[src/hdl/maxmin_window_filter_core_assert.svh]
// Assertion macros shared by the filter modules. They expect clk and rst_n in scope.
`ifndef MAXMIN_WINDOW_FILTER_CORE_ASSERT_SVH
`define MAXMIN_WINDOW_FILTER_CORE_ASSERT_SVH

`ifndef SYNTHESIS
`define MMF_ASSERT(lbl, prop) \
    lbl: assert property (@(posedge clk) disable iff (!rst_n) prop) \
        else $error("%m: property check failed");
`define MMF_NEVER(lbl, cond) \
    lbl: assert property (@(posedge clk) disable iff (!rst_n) !(cond)) \
        else $error("%m: forbidden condition seen");
`else
`define MMF_ASSERT(lbl, prop)
`define MMF_NEVER(lbl, cond)
`endif

`endif

[src/hdl/mmf_pkg.sv]
package mmf_pkg;

    localparam int W_W        = 11;
    localparam int H_W        = 13;
    localparam int R_W        = 2;
    localparam int CFG_DATA_W = 13;
    localparam int LAG_W      = 13;
    localparam int ROW_W      = 14;
    localparam int FIFO_DEPTH = 4;
    localparam int FIFO_PW    = $clog2(FIFO_DEPTH);
    localparam int FIFO_CW    = $clog2(FIFO_DEPTH + 1);

    typedef enum logic [1:0] {
        CFG_IMAGE_WIDTH   = 2'd0,
        CFG_IMAGE_HEIGHT  = 2'd1,
        CFG_WINDOW_RADIUS = 2'd2
    } cfg_idx_t;

    typedef struct packed {
        logic [7:0] a;
        logic [7:0] b;
        logic [7:0] c;
    } pix_t;

    typedef struct packed {
        pix_t mx;
        pix_t mn;
    } span_t;

    typedef struct packed {
        logic [7:0] diff_a;
        logic [7:0] diff_b;
        logic [7:0] diff_c;
        logic       frame_end;
    } result_t;

    typedef struct packed {
        logic emit;
        logic frame_end;
    } item_ctrl_t;

    typedef struct packed {
        logic s1_emit;
        logic s2_emit;
    } pend_t;

endpackage

[src/hdl/mmf_window.sv]
module mmf_window #(
    parameter int NUM_SLOTS = 7
) (
    input  logic                   clk,
    input  logic                   rst_n,
    input  logic                   take,
    input  mmf_pkg::item_ctrl_t    ctrl,
    input  logic                   pix_en,
    input  mmf_pkg::pix_t          pix,
    input  logic [NUM_SLOTS-1:0]   pmask,
    input  logic [NUM_SLOTS-1:0]   hmask,
    input  mmf_pkg::pix_t          ring [NUM_SLOTS],
    output logic                   res_valid,
    output mmf_pkg::result_t       res,
    output mmf_pkg::pend_t         pend
);
    import mmf_pkg::*;

    function automatic span_t fold(span_t s, pix_t hi, pix_t lo);
        span_t o;
        o = s;
        if (hi.a > o.mx.a) o.mx.a = hi.a;
        if (hi.b > o.mx.b) o.mx.b = hi.b;
        if (hi.c > o.mx.c) o.mx.c = hi.c;
        if (lo.a < o.mn.a) o.mn.a = lo.a;
        if (lo.b < o.mn.b) o.mn.b = lo.b;
        if (lo.c < o.mn.c) o.mn.c = lo.c;
        return o;
    endfunction

    logic                 v1_reg;
    item_ctrl_t           ctrl1_reg;
    logic                 pixen1_reg;
    pix_t                 pix1_reg;
    logic [NUM_SLOTS-1:0] pmask1_reg;
    logic [NUM_SLOTS-1:0] hmask1_reg;

    logic                 v2_reg;
    item_ctrl_t           ctrl2_reg;
    span_t                span2_reg;
    logic [NUM_SLOTS-1:0] hmask2_reg;

    // Column spans of the previous positions, newest at index 1.
    span_t                hist_reg [1:NUM_SLOTS-1];

    span_t                vspan;
    span_t                hspan;

    // Vertical reduction over the clipped rows of one column.
    always_comb
    begin
        vspan.mx = '0;
        vspan.mn = '1;
        if (pixen1_reg)
        begin
            vspan = fold(vspan, pix1_reg, pix1_reg);
        end
        for (int p = 0; p < NUM_SLOTS; p++)
        begin
            if (pmask1_reg[p])
            begin
                vspan = fold(vspan, ring[p], ring[p]);
            end
        end
    end

    // Horizontal reduction over the column spans that lie in the output row.
    always_comb
    begin
        hspan.mx = '0;
        hspan.mn = '1;
        if (hmask2_reg[0])
        begin
            hspan = fold(hspan, span2_reg.mx, span2_reg.mn);
        end
        for (int k = 1; k < NUM_SLOTS; k++)
        begin
            if (hmask2_reg[k])
            begin
                hspan = fold(hspan, hist_reg[k].mx, hist_reg[k].mn);
            end
        end
    end

    always_ff @(posedge clk or negedge rst_n)
    begin
        if (!rst_n)
        begin
            v1_reg    <= 1'b0;
            ctrl1_reg <= '0;
            v2_reg    <= 1'b0;
            ctrl2_reg <= '0;
        end
        else
        begin
            v1_reg <= take;
            if (take)
            begin
                ctrl1_reg <= ctrl;
            end
            v2_reg <= v1_reg;
            if (v1_reg)
            begin
                ctrl2_reg <= ctrl1_reg;
            end
        end
    end

    always_ff @(posedge clk)
    begin
        if (take)
        begin
            pixen1_reg <= pix_en;
            pix1_reg   <= pix;
            pmask1_reg <= pmask;
            hmask1_reg <= hmask;
        end
        if (v1_reg)
        begin
            span2_reg  <= vspan;
            hmask2_reg <= hmask1_reg;
        end
        if (v2_reg)
        begin
            hist_reg[1] <= span2_reg;
            for (int k = 2; k < NUM_SLOTS; k++)
            begin
                hist_reg[k] <= hist_reg[k-1];
            end
        end
    end

    assign res_valid     = v2_reg && ctrl2_reg.emit;
    assign res.diff_a    = hspan.mx.a - hspan.mn.a;
    assign res.diff_b    = hspan.mx.b - hspan.mn.b;
    assign res.diff_c    = hspan.mx.c - hspan.mn.c;
    assign res.frame_end = ctrl2_reg.frame_end;
    assign pend.s1_emit  = v1_reg && ctrl1_reg.emit;
    assign pend.s2_emit  = v2_reg && ctrl2_reg.emit;

endmodule

[config.mk]
export PLATFORM = sky130hd
export DESIGN_NAME = mmf_window
export DESIGN_NICKNAME = d
export VERILOG_FILES = /design/src/hdl/maxmin_window_filter_core_assert.svh /design/src/hdl/mmf_pkg.sv /design/src/hdl/mmf_window.sv
export SDC_FILE = /design/constraint.sdc
export NUM_CORES = 2
export LEC_CHECK = 0
export ABC_CLOCK_PERIOD_IN_PS = 12500
export BUFFER_PORTS_ARGS = -buffer_cell sky130_fd_sc_hd__buf_2
export CAP_MARGIN = 0
export CORE_UTILIZATION = 25
export CTS_BUF_LIST = sky130_fd_sc_hd__clkbuf_4
export DETAILED_ROUTE_END_ITERATION = 16
export PLACE_DENSITY = 0.49
export SLEW_MARGIN = 20
export SYNTH_ARGS = -nofsm -noshare
export SYNTH_HDL_FRONTEND = slang
export SYNTH_SLANG_ARGS = --single-unit
[constraint.sdc]
create_clock -name clk -period 12.5 [get_ports clk]
set_input_delay 0.625 -clock clk [delete_from_list [all_inputs] [get_ports clk]]
set_output_delay 0.625 -clock clk [all_outputs]
set_load 0.01 [all_outputs]
==> flow_summary.ini <==
[outcome]
outcome = finished with violations
violations = negative setup slack

[setup_path]
reg2reg_to = span2_reg[24]$_DFFE_PP_
slowest_stage = or4_4
r2r-start = pixen1_reg$_DFFE_PP_
arrival_ns = 12.78
required_ns = 11.88
path_buf_inv = 22
cp-start-kind = flop
critPathMaxStageDelay_ns = 0.51
r2r_cells = 70
cpMostUsedCell = buf_4
crit_family = compound AO/OA/AOI/OAI gates
cp_max_fo = 7
r2r_slack_ns = -0.16
endpoint_kind = output pin
critPathKind = flop to output pin

[pwr]
p_leak_nw = 23.5
ir_worst_vdd_mv = 0.256
power.density_nw_per_um2 = 218
power_mw = 11.5

[synthesis]
syn_area_per_cell_um2 = 9.52
seq_area_frac_synth_pct = 33.1
synthCells = 3688
synth_cell_types = 96
synth-edff-count = 382
ys_seq_elements = 388
synth_top_area_cell = edfxtp_1
synth_area_um2 = 35100
synthTopCellsByArea = edfxtp_1 (33%), ha_1 (21%), mux2i_1 (5.8%), a21oi_1 (5.0%), inv_1 (4.9%)
netlist.area_leader.share_pct = 32.7
yosysWarnings = 0
ys.flop_type = edfxtp_1
async_reset_ff_share_pct = 1.55
synth_fp_nets = 4482

[grt]
grt_pass1_vias = 31300
track_usage_pct = 14.8
grt_pass1_wl_um = 167000
grt-ovfl-total = 0
grt_max_degree = 79
antenna_found_initial = 80

[worst_hold_path]
hold_depth = 3
hold_class = primary input to flop
hp-start = ring[27]
min_to = span2_reg[27]$_DFFE_PP_

[timing]
hold_ws_ns = 0.177
fin_crit_ns = 13.41
tightest_slew_ns = 1.06
slew_viol_final = 0
slew_headroom_pct = 29.6
rsz0062_at_grt = true
fin_ws_ns = -0.910
setup_violations = 27
max_freq_mhz = 74.6
timing_hold_violations_final = 0
fin_skew_ns = 0.179
finalCritPeriodShare_pct = 107

[drt]
drcViolationCount = 0
vias_per_cell = 4.59
vias = 31800
dr.pass1.iters = 5
first_iter_violations = 1106
ant_nets = 0
routed_wl_um = 111000
wl_per_cell_um = 16.1

[placed_design]
dp_hpwl_um = 84900
pre_cts_ws_ns = -0.775
dpl_cell_area_um2 = 43100
io_buffers = 239
gp_congestion = 0.864

[clock_network]
cts_tree = built
root_buffer = clkbuf_4
cts_sinks = 388
clkLatencyLatePin_ns = 1.04
htree_levels = 3
numCtsBuffers = 113
clkSlewWorstSetupHoldPaths_ns = 0.06
clockBufferDepth = 3

[die]
die_w_um = 377
die-height_um = 377
core-area_um2 = 140000
rows = 137
dieArea_um2 = 142000
start_util_pct = 25.2
ioPinCount = 240

[final_layout]
drive_above_1_share_pct = 44.2
fill_cells = 14100
syn_to_final_growth_pct = 49.9
fin_nets = 5740
final_cell_area_um2 = 52600
largest_register_ffs = 288

[flow_run]
drv_cap = 0
## worst max path at each step
stage | from | cells past startpoint | slack [ns] | end
after floorplan | hmask2_reg[0]$_DFFE_PP_ | 71 | -0.08 | res[16]
after global placement | hmask2_reg[0]$_DFFE_PP_ | 68 | -0.79 | res[16]
after detailed placement | hmask2_reg[0]$_DFFE_PP_ | 68 | -0.78 | res[16]
after CTS | hmask2_reg[0]$_DFFE_PP_ | 68 | -1.22 | res[16]
after global routing | hmask2_reg[0]$_DFFE_PP_ | 66 | -1.74 | res[16]
final | hmask2_reg[0]$_DFFE_PP_ | 71 | -0.91 | res[16]
## layout make-up
cell class,instances,area [um2],share of cell area [%]
well taps,1876,2350,4.46
clock inverters,37,223,0.423
clock buffers,163,1220,2.32
flip-flops and latches,388,11600,22.1
multi-input cells,2772,26200,49.8
diodes,24,60.1,0.114
repair buffers,1216,9220,17.5
inverters,455,1720,3.26
## Yosys cell counts (27+ instances only)
cell type  count
nand2b_1      51
o21a_1        61
mux2i_1      204
o21ai_0      201
nand4_1       79
nor2b_1      114
nor3_1        27
nand3_1       37
ha_1         579
nand2_1      194
edfxtp_1     382
nor2_1       272
clkbuf_1      53
a21oi_1      354
mux2_2       142
a21o_1       101
inv_1        454
## per-layer routing
layer	wire (um)	part of all wire, %	track usage [%]	vias to the layer above
met5	420	0.38	0	-
met1	47700	43	17.8	14700
met3	6680	6.0	4.53	284
li1	-	-	-	16200
met4	3340	3.0	4.99	72
met2	53200	48	24.7	528
## cell usage in the layout, fill, tap and decap left out, drive strengths merged, types with 15 or more instances in the layout
master / netlist / final
a21o: 101 / 101
xnor2: 20 / 20
o211ai: 19 / 19
and4: 16 / 16
nor2b: 114 / 114
nor3: 29 / 29
nand3: 37 / 37
nand4: 79 / 79
mux2i: 204 / 204
clkbuf: 53 / 165
mux2: 147 / 147
clkinv: 0 / 32
dlygate4sd3: 0 / 66
a21oi: 355 / 355
nand2: 196 / 198
nor2: 273 / 274
o211a: 24 / 24
ha: 579 / 579
inv: 455 / 459
a211oi: 22 / 22
o2111ai: 19 / 19
nand2b: 51 / 52
diode: 0 / 24
and2: 15 / 15
buf: 24 / 1148
o21a: 61 / 61
o21ai: 215 / 215
edfxtp: 382 / 382
## cells by family after synthesis
family	after synthesis	share of synthesized area, %
mux	351	10.6
compound gates	926	16.6
buf+inv	532	5.74
fa+ha+maj	586	20.9
xor+xnor	31	0.773
simple gates	874	12.3
flops	388	33.1
## worst register-to-register path, delay by kind of cell, from the launching register on
family,cells,cell delay (ns)
AO/OA/AOI/OAI,25,4.39
adder cells (fa/ha/maj),8,1.94
buffers and inverters,15,1.72
flip-flops,1,0.38
multiplexers,4,1.12
AND/OR/NAND/NOR,18,2.84
## timing repair
item | CTS | global route
hold endpoints to repair | 79 | 0
setup buffers | 173 | 138
resized for setup | 455 | 659
setup endpoints to repair | 72 | 72
hold buffers | 66 | 0
pin swaps | 189 | 299
gates cloned | 8 | 5
## metrics by stage
step,instances,setup TNS (ns),utilization (%)
global placement,6329,-18.70,30.9
detailed placement,6329,-25.44,30.9
finish,6931,-9.78,37.7
CTS,6772,-14.70,34.6
global route,6921,-37.14,37.7
floorplan,3688,-0.0846,-
## report_power, final
group | switching, mW | leakage, nW | internal [mW]
registers | 0.153 | 3.80 | 1.69
clock network | 0.614 | 0.863 | 0.625
logic | 3.92 | 18.9 | 4.48
Power figures use the tool's default switching activity.
