<file path="src/hdl/maxmin_window_filter_core_assert.svh">
// Assertion macros shared by the filter modules. They expect clk and rst_n in scope.
`ifndef MAXMIN_WINDOW_FILTER_CORE_ASSERT_SVH
`define MAXMIN_WINDOW_FILTER_CORE_ASSERT_SVH

`ifndef SYNTHESIS
`define MMF_ASSERT(lbl, prop) \
    lbl: assert property (@(posedge clk) disable iff (!rst_n) prop) \
        else $error("%m: property check failed");
`define MMF_NEVER(lbl, cond) \
    lbl: assert property (@(posedge clk) disable iff (!rst_n) !(cond)) \
        else $error("%m: forbidden condition seen");
`else
`define MMF_ASSERT(lbl, prop)
`define MMF_NEVER(lbl, cond)
`endif

`endif

</file>
<file path="src/hdl/mmf_pkg.sv">
package mmf_pkg;

    localparam int W_W        = 11;
    localparam int H_W        = 13;
    localparam int R_W        = 2;
    localparam int CFG_DATA_W = 13;
    localparam int LAG_W      = 13;
    localparam int ROW_W      = 14;
    localparam int FIFO_DEPTH = 4;
    localparam int FIFO_PW    = $clog2(FIFO_DEPTH);
    localparam int FIFO_CW    = $clog2(FIFO_DEPTH + 1);

    typedef enum logic [1:0] {
        CFG_IMAGE_WIDTH   = 2'd0,
        CFG_IMAGE_HEIGHT  = 2'd1,
        CFG_WINDOW_RADIUS = 2'd2
    } cfg_idx_t;

    typedef struct packed {
        logic [7:0] a;
        logic [7:0] b;
        logic [7:0] c;
    } pix_t;

    typedef struct packed {
        pix_t mx;
        pix_t mn;
    } span_t;

    typedef struct packed {
        logic [7:0] diff_a;
        logic [7:0] diff_b;
        logic [7:0] diff_c;
        logic       frame_end;
    } result_t;

    typedef struct packed {
        logic emit;
        logic frame_end;
    } item_ctrl_t;

    typedef struct packed {
        logic s1_emit;
        logic s2_emit;
    } pend_t;

endpackage

</file>
<file path="src/hdl/mmf_out_fifo.sv">
`include "maxmin_window_filter_core_assert.svh"

module mmf_out_fifo (
    input  logic                            clk,
    input  logic                            rst_n,
    input  logic                            wr_en,
    input  mmf_pkg::result_t                wr_data,
    input  logic                            rd_en,
    output logic                            rd_valid,
    output mmf_pkg::result_t                rd_data,
    output logic [mmf_pkg::FIFO_CW-1:0]     count
);
    import mmf_pkg::*;

    result_t              mem_reg [FIFO_DEPTH];
    logic [FIFO_PW-1:0]   wr_ptr_reg;
    logic [FIFO_PW-1:0]   rd_ptr_reg;
    logic [FIFO_CW-1:0]   cnt_reg;
    logic                 pop;

    assign rd_valid = (cnt_reg != '0);
    assign rd_data  = mem_reg[rd_ptr_reg];
    assign count    = cnt_reg;
    assign pop      = rd_en && rd_valid;

    always_ff @(posedge clk or negedge rst_n)
    begin
        if (!rst_n)
        begin
            wr_ptr_reg <= '0;
            rd_ptr_reg <= '0;
            cnt_reg    <= '0;
        end
        else
        begin
            if (wr_en)
            begin
                wr_ptr_reg <= wr_ptr_reg + 1'b1;
            end
            if (pop)
            begin
                rd_ptr_reg <= rd_ptr_reg + 1'b1;
            end
            if (wr_en && !pop)
            begin
                cnt_reg <= cnt_reg + 1'b1;
            end
            else if (!wr_en && pop)
            begin
                cnt_reg <= cnt_reg - 1'b1;
            end
        end
    end

    always_ff @(posedge clk)
    begin
        if (wr_en)
        begin
            mem_reg[wr_ptr_reg] <= wr_data;
        end
    end

    `MMF_NEVER(a_fifo_overflow, wr_en && !pop && (cnt_reg == FIFO_CW'(FIFO_DEPTH)))
    `MMF_ASSERT(a_fifo_ptrs_empty, (cnt_reg == '0) |-> (wr_ptr_reg == rd_ptr_reg))

endmodule

</file>
<file path="config.mk">
export PLATFORM = sky130hd
export DESIGN_NAME = mmf_out_fifo
export DESIGN_NICKNAME = d
export VERILOG_FILES = /design/src/hdl/mmf_pkg.sv /design/src/hdl/mmf_out_fifo.sv
export VERILOG_INCLUDE_DIRS = /design/src /design/src/hdl
export SDC_FILE = /design/constraint.sdc
export NUM_CORES = 1
export LEC_CHECK = 0
export BUFFER_PORTS_ARGS = -buffer_cell sky130_fd_sc_hd__buf_2
export CAP_MARGIN = 20
export CORE_MARGIN = 4
export CORE_UTILIZATION = 40
export DETAILED_ROUTE_END_ITERATION = 6
export HOLD_SLACK_MARGIN = 0.03
export PLACE_DENSITY = 0.69
export SETUP_SLACK_MARGIN = 0.2
export SLEW_MARGIN = 20
export SYNTH_ARGS = -nofsm -noshare
export SYNTH_HDL_FRONTEND = slang
export SYNTH_SLANG_ARGS = --single-unit
</file>
<file path="constraint.sdc">
create_clock -name clk -period 2.6 [get_ports clk]
set_clock_uncertainty 0.2 [all_clocks]
set_input_delay 0.65 -clock clk [delete_from_list [all_inputs] [get_ports clk]]
set_output_delay 0.65 -clock clk [all_outputs]
set_load 0.01 [all_outputs]
</file>
==> results of run 1 <==
[Yosys cell counts, drive strengths merged]
library cell / count
or3: 1
dfrtp: 7
and2: 4
xnor2: 3
nor2: 1
buf: 6
inv: 3
edfxtp: 100
mux2: 1
ha: 5
mux4: 25
o21ai: 1
fa: 1
nand3: 1
nand2: 2
xor2: 3
[layout make-up]
| type | instances | area [sq um] |
|---|---|---|
| Clock buffer | 10 | 128 |
| Clock inverter | 6 | 42.5 |
| Fill cell | 872 | 4970 |
| Inverter | 3 | 11.3 |
| Multi-Input combinational cell | 48 | 762 |
| Sequential cell | 107 | 3180 |
| Tap cell | 133 | 166 |
| Timing Repair Buffer | 72 | 564 |
[per-stage QoR]
step           hold WS, ps  setup WS [ps]  cells
6_report               295           53.5    379
5_1_grt                280          -18.9    379
4_1_cts                281           15.8    379
3_5_place_dp           280            340    358
3_3_place_gp           282            381    358
2_1_floorplan          154            326    164
[power by group]
part           total [mW]  switching [mW]  internal (mW)
sequential           2.38           0.113           2.27
combinational        1.98           0.894           1.09
clock               0.883           0.536          0.347
[per-layer routing]
layer / routed length [um] / track usage / vias to the layer above
li1: - / - / 825
met1: 3110 / 0.164 / 950
met2: 3380 / 0.200 / 47
met3: 288 / 0.0334 / 12
met4: 107 / 0.0568 / 2
met5: 20 / 0 / -
[kinds of logic (layout without fill, tap and decap cells)]
kind of cell,Yosys count,in the layout
buffers and inverters,9,91
DFF,107,107
muxes,26,26
AOI/OAI and AO/OA,1,1
adders and majority gates,6,6
xor gates and xnor gates,6,6
and+or+nand+nor,9,9
[path summary, 6_finish.rpt]
path,startpoint,end,slack [ps],cells past startpoint
worst max register to register,count[0]$_DFFE_PN0P_,count[2]$_DFFE_PN0P_,330,8
worst max-delay path,rd_ptr_reg[0]$_DFFE_PN0P_,rd_data[6],50,4
max in group asynchronous,rst_n,rd_ptr_reg[0]$_DFFE_PN0P_,1580,2
min in group asynchronous,rst_n,wr_ptr_reg[0]$_DFFE_PN0P_,440,2
worst min-delay path,count[2]$_DFFE_PN0P_,count[2]$_DFFE_PN0P_,300,1
worst min register to register,count[2]$_DFFE_PN0P_,count[2]$_DFFE_PN0P_,300,1
[timing repair]
action,4_1_cts,5_1_grt
endpoints found under the hold margin,7,0
buffers inserted,3,0
hold buffers,1,0
gates cloned,1,0
setup endpoints to repair,25,25
gates resized for setup,1,26
==> impl_metrics.ini, run 1 <==
[critical_path]
worstPathRequired_ps = 1750
critPathMaxFanout = 5
cp_slowest_cell = mux4_2
cp_cell_sequence = buf_4 -> buf_16 -> mux4_2 -> buf_2
cp_slowest_stage_delay_ps = 490
worstPathArrival_ps = 1700
crit_path_end_kind = output port
worst-path-buf-inv = 3
cp-start-kind = register
critPathTopFamily = multiplexers
critical_path_class = reg2out

[routing]
drtIter0Drc = 38
wl_per_cell_um = 18.2
vias = 1836
antenna_left = 0
drc_errors = 0
routed_via_density = 4.84
drt_first_pass_iters = 4
finalWirelength_um = 6900

[clock_tree]
cts_root_buf = clkbuf_8
cts_tree = yes
cts_max_level = 3
path_clk_slew_ps = 90
clk_latency_ps = 360
cts_buffers = 9
cts_max_path_buffers = 2
clock_sinks = 107

[yosys]
synth_fp_nets = 199
synth.top_cell.area_share = 0.743
synthAdderAreaFrac = 0.0204
synthCells = 164
netlist_area_sq_um = 4040
synthDistinctLibCells = 19
synthMuxAreaShare = 0.149
ys_seq_area_frac = 0.786
synth_top_family_by_area = multiplexers
synth_compound_gate_area_share = 0.00124
synth.area.top_cells = edfxtp_1 (74%), mux4_2 (10%), mux4_1 (4.5%)
synth_xor_xnor_area_share = 0.0130
synthSimpleGateAreaFrac = 0.0118
yosysWarnings = 0
syn_avg_cell_area_sq_um = 24.7
yosys.area.top_type = edfxtp_1
ys_ff_latch = 107

[sta]
setup_violations = 0
post-route-min-period_ps = 2550
setup-tns-final_ps = 0
fmax_mhz = 393
rsz0062_at_grt = true
final.period_utilization = 0.979
tightestPinTransition_ps = 392
hold_viol = 0
finalMaxSlewViolations = 0
slew_headroom = 0.739

[place]
portBuffers = 57
place_area_sq_um = 4530
gp_congestion = 0.660
dp_hpwl_um = 4270

[pwr]
power_density_nw_per_um2 = 1080
p_leak_nw = 1.69
ir_drop_uv = 545
total_power_mw = 5.24

[floorplan]
dieArea_sq_um = 11800
core_area_sq_um = 9820
die_w_um = 109
start_util = 0.412
io_pins = 58
rows = 36
die_y_um = 109

[layout]
finalCoreUtilization = 0.494
mostFrequentLayoutCells = edfxtp_1 (100), buf_2 (38), mux4_2 (25)
final_nets = 276
synthToLayoutAreaGrowth_pct = 20.0
largest_reg_flops = 100
final_cell_area_sq_um = 4850
drive_above_1_share = 0.455
layout_commonest_cell = edfxtp_1
diodes = 0

[run]
max_cap_violations = 0

[grt]
grt_max_degree = 26
grt_util_all_layers = 0.126
grt_pass1_vias = 1913
grt_pass1_wl_um = 10600
overflow = 0
antenna_found_initial = 1

[status]
status = finished clean

[worst_hold_path]
hp-class = reg2reg
Note: power is estimated with default switching activity, not from simulation.
==> inputs of run 2 (changes only) <==
- BUFFER_PORTS_ARGS: -buffer_cell sky130_fd_sc_hd__buf_2 -> default
- DONT_BUFFER_PORTS: default -> 1
- PLACE_DENSITY: 0.69 -> 0.64
==> impl_metrics.ini, run 2 (synthesis results as in run 1) <==
[status]
status = finished clean

[layout]
largest_reg_flops = 100
layout_commonest_cell = edfxtp_1
nFillCells = 832
final_cell_area_sq_um = 4550
diodes = 0
mostFrequentLayoutCells = edfxtp_1 (100), mux4_2 (25), buf_4 (12)
drive_above_1_share = 0.333
synthToLayoutAreaGrowth_pct = 12.6
final_nets = 223

[floorplan]
die_w_um = 109
start_util = 0.412
dieArea_sq_um = 11800
core_area_sq_um = 9820
die_y_um = 109
io_pins = 58
rows = 36

[clock_tree]
clock_sinks = 107
clk_latency_ps = 340
cts_tree = yes
cts_max_level = 3
cts_max_path_buffers = 2
path_clk_slew_ps = 90
cts_root_buf = clkbuf_8
cts_buffers = 9

[grt]
grt_util_all_layers = 0.119
grt_pass1_vias = 1796
antenna_found_initial = 0
overflow = 0
grt_max_degree = 18
grt_pass1_wl_um = 10000

[pwr]
switchingPower_mw = 1.41
p_leak_nw = 1.48
power_density_nw_per_um2 = 1070
combinationalPowerShare = 0.316
ir_drop_uv = 614
power.internal_mw = 3.48
p_sw_frac = 0.288
seqPwrFrac = 0.490
p_clk_frac = 0.194

[routing]
finalWirelength_um = 6690
drtIter0Drc = 119
antenna_left = 0
vias = 1645
drt_first_pass_iters = 4
routed_via_density = 5.06
wl_per_cell_um = 20.6
drc_errors = 0

[critical_path]
cp_slowest_cell = mux4_2
r2r_slack_ps = 310
worstPathArrival_ps = 1560
cp-start-kind = register
critical_path_class = reg2out
cp_slowest_stage_delay_ps = 540
crit_path_end_kind = output port
worstPathRequired_ps = 1750
critPathMaxFanout = 6
cp_cell_sequence = buf_12 -> clkbuf_16 -> mux4_2

[sta]
setup_violations = 0
finalMaxSlewViolations = 0
hold_viol = 0
tightestPinTransition_ps = 302
slew_headroom = 0.798
fmax_mhz = 415
fin_ws_ps = 192
final.period_utilization = 0.926
setup-tns-final_ps = 0
post-route-min-period_ps = 2410
rsz0062_at_grt = true

[run]
max_cap_violations = 0

[place]
dp_hpwl_um = 4450
place_area_sq_um = 4250
gp_congestion = 0.670
portBuffers = 0
place_worst_setup_slack_ps = 122

[worst_hold_path]
hp-class = in2reg
-- run 2: cell types whose count changed in the layout (fill, tap and decap cells not counted), moves of 2 or more --
cell        previous run  this run
buf_2                 38         0
buf_6                 19         1
clkbuf_16              0         2
clkinvlp_4             4         2
dfrtp_1                6         4
dfrtp_2                1         3
-- run 2: final timing paths --
path | start | to | cells past startpoint
max | rd_ptr_reg[0]$_DFFE_PN0P_ | rd_data[23] | 3
min in group asynchronous | rst_n | count[2]$_DFFE_PN0P_ | 1
max reg2reg | count[1]$_DFFE_PN0P_ | count[2]$_DFFE_PN0P_ | 8
max in group asynchronous | rst_n | rd_ptr_reg[0]$_DFFE_PN0P_ | 1
min | wr_en | wr_ptr_reg[0]$_DFFE_PN0P_ | 1
min reg2reg | wr_ptr_reg[0]$_DFFE_PN0P_ | wr_ptr_reg[0]$_DFFE_PN0P_ | 1
-- run 2: layout make-up --
class,count,area (sq um),share of cell area
Clock buffer,9,124,0.0272
Clock inverter,6,66.3,0.0146
Inverter,3,11.3,0.00247
Multi-Input combinational cell,48,782,0.172
Sequential cell,107,3180,0.699
Tap cell,133,166,0.0365
Timing Repair Buffer,19,221,0.0486
-- run 2: routing by layer --
metal	share of wire	routed length [um]	track usage
met1	0.38	2560	0.141
met2	0.52	3500	0.194
met3	0.092	616	0.0549
met4	0.0022	15	0.0352
met5	0	0	0
-- run 2: power groups by stage --
| stage | Combinational (mW) | Sequential [mW] | Clock, mW |
|---|---|---|---|
| after global routing | 1.69 | 2.43 | 1.06 |
| after CTS | 1.42 | 2.41 | 0.983 |
| after detailed placement | 1.35 | 2.46 | 0 |
| after global placement | 1.30 | 2.43 | 0 |
| final | 1.55 | 2.40 | 0.950 |
| after floorplan | 1.09 | 2.39 | 0 |
-- run 2: what timing repair did --
item / in CTS / in global routing
hold endpoints to repair: 7 / 0
buffers inserted: 2 / 2
hold buffers: 1 / 0
cloned: 0 / 2
gates resized for setup: 8 / 9
setup endpoints to repair: 27 / 26
pin swaps: 0 / 2
-- run 2: worst max-delay path, delay by kind of cell, from the launching register on --
kind | cells | cell delay (ps)
buffers and inverters | 2 | 290
DFF | 1 | 380
muxes | 1 | 540
-- run 2: stage by stage --
stage | hold slack (ps) | utilization | instances | total power, mW
final | 179 | 0.464 | 325 | 4.89
after CTS | 156 | 0.454 | 321 | 4.81
after detailed placement | 155 | 0.433 | 303 | 3.81
after global routing | 148 | 0.464 | 325 | 5.18
after global placement | 155 | 0.433 | 303 | 3.73
after floorplan | 154 | - | 164 | 3.48
==> inputs of run 3 (changes only) <==
- CORE_UTILIZATION: 40 -> 35
- PLACE_DENSITY: 0.64 -> 0.59
- clock period: 2.6 -> 2.7 ns (I/O delays scaled with it)
==> impl_metrics.ini, run 3 (synthesis results as in run 1) <==
[status]
status = finished clean

[grt]
grt_max_degree = 18
antenna_found_initial = 0
overflow = 0
grt_pass1_wl_um = 10200
grt_util_all_layers = 0.106
grt_pass1_vias = 1764

[sta]
hold_viol = 0
tightestPinTransition_ps = 335
final.period_utilization = 0.907
rsz0062_at_grt = true
post-route-min-period_ps = 2450
finalMaxSlewViolations = 0
setup-tns-final_ps = 0
slew_headroom = 0.776
fmax_mhz = 408
setup_violations = 0

[clock_tree]
cts_root_buf = clkbuf_16
clk_latency_ps = 330
clock_sinks = 107
postCtsSetupBuffers = 0
cts_max_level = 3
cts_buffers = 9
cts_tree = yes
cts_max_path_buffers = 2
path_clk_slew_ps = 70

[routing]
wl_per_cell_um = 20.8
drt_first_pass_iters = 4
antenna_left = 0
routed_via_density = 5.02
finalWirelength_um = 6810
drtIter0Drc = 147
vias = 1643
drc_errors = 0

[layout]
synthToLayoutAreaGrowth_pct = 12.0
final_cell_area_sq_um = 4530
mostFrequentLayoutCells = edfxtp_1 (100), mux4_2 (21), buf_4 (11)
largest_reg_flops = 100
layout_commonest_cell = edfxtp_1
drive_above_1_share = 0.267
final_nets = 217
diodes = 0
nFillCells = 972

[place]
dp_hpwl_um = 4410
portBuffers = 0
gp_congestion = 0.651
place_area_sq_um = 4260

[floorplan]
core_area_sq_um = 11100
die_y_um = 115
dieArea_sq_um = 13300
start_util = 0.365
io_pins = 58
die_w_um = 115
rows = 38

[critical_path]
critPathTopFamily = multiplexers
worst-path-buf-inv = 1
critical_path_class = reg2out
cp_slowest_stage_delay_ps = 650
cp-start-kind = register
cp_cell_sequence = buf_12 -> mux4_1
cp_slowest_cell = mux4_1
crit_path_end_kind = output port
worstPathArrival_ps = 1570
critPathMaxFanout = 17
worstPathRequired_ps = 1820

[pwr]
p_leak_nw = 1.49
power_density_nw_per_um2 = 1060
ir_drop_uv = 433

[run]
max_cap_violations = 0

[worst_hold_path]
hp-class = in2reg
run 3: cell types whose count changed in the layout (fill, tap and decap cells not counted), moves of 4 or more:
| cell | delta |
|---|---|
| clkbuf_16 | +7 |
| clkbuf_8 | -9 |
| mux4_1 | +4 |
| mux4_2 | -4 |
run 3: stage by stage:
| step | hold WS [ps] | instances | util | total power [mW] | setup slack [ps] |
|---|---|---|---|---|---|
| global route | 204 | 327 | 0.409 | 5.06 | 188 |
| finish | 219 | 327 | 0.409 | 4.79 | 252 |
| CTS | 207 | 327 | 0.409 | 4.87 | 225 |
| floorplan | 179 | 164 | - | 3.36 | 426 |
| detailed placement | 180 | 310 | 0.384 | 3.68 | 266 |
| global placement | 180 | 310 | 0.384 | 3.66 | 348 |
run 3: worst paths after layout:
check | startpoint | depth (start not counted) | slack [ps] | to
max | rd_ptr_reg[0]$_DFFE_PN0P_ | 2 | 250 | rd_data[21]
min | wr_en | 1 | 220 | wr_ptr_reg[0]$_DFFE_PN0P_
max reg2reg | count[0]$_DFFE_PN0P_ | 8 | 350 | count[2]$_DFFE_PN0P_
min reg2reg | wr_ptr_reg[0]$_DFFE_PN0P_ | 1 | 340 | wr_ptr_reg[0]$_DFFE_PN0P_
max in group asynchronous | rst_n | 1 | 1560 | rd_ptr_reg[0]$_DFFE_PN0P_
min in group asynchronous | rst_n | 1 | 470 | count[2]$_DFFE_PN0P_
run 3: where the power goes:
part	internal (mW)	switching, mW
registers	2.18	0.117
clock network	0.623	0.563
logic	0.582	0.724
total	3.39	1.40
run 3: area by class of cell:
cell class                 instances  area (sq um)  area share
multi-input combinational         48           782       0.173
timing repair buffer              13           113      0.0249
tap                              140           175      0.0387
clock inverter                     7          43.8     0.00967
clock buffer                       9           225      0.0497
inverter                           3          11.3     0.00249
sequential                       107          3180       0.702
run 3: repair_timing:
| item | 4_1_cts | 5_1_grt |
|---|---|---|
| hold buffers | 1 | 0 |
| endpoints found under the setup margin | 0 | 8 |
| gates resized for setup | 0 | 4 |
| endpoints found under the hold margin | 7 | 0 |
run 3: worst reg2reg max path, stage by stage (launching register included):
cell     delay [ps]
dfrtp_1         460
or3_4           450
nand2_1         110
ha_1            200
inv_1            70
fa_1            380
xor2_1          150
nor2_1          120
xor2_1          150
run 3: per-layer routing:
layer,track usage,share of wire,up-vias
li1,-,-,719
met4,0.0516,0.022,0
met5,0,0,-
met3,0.0423,0.077,12
met2,0.169,0.48,48
met1,0.127,0.42,864
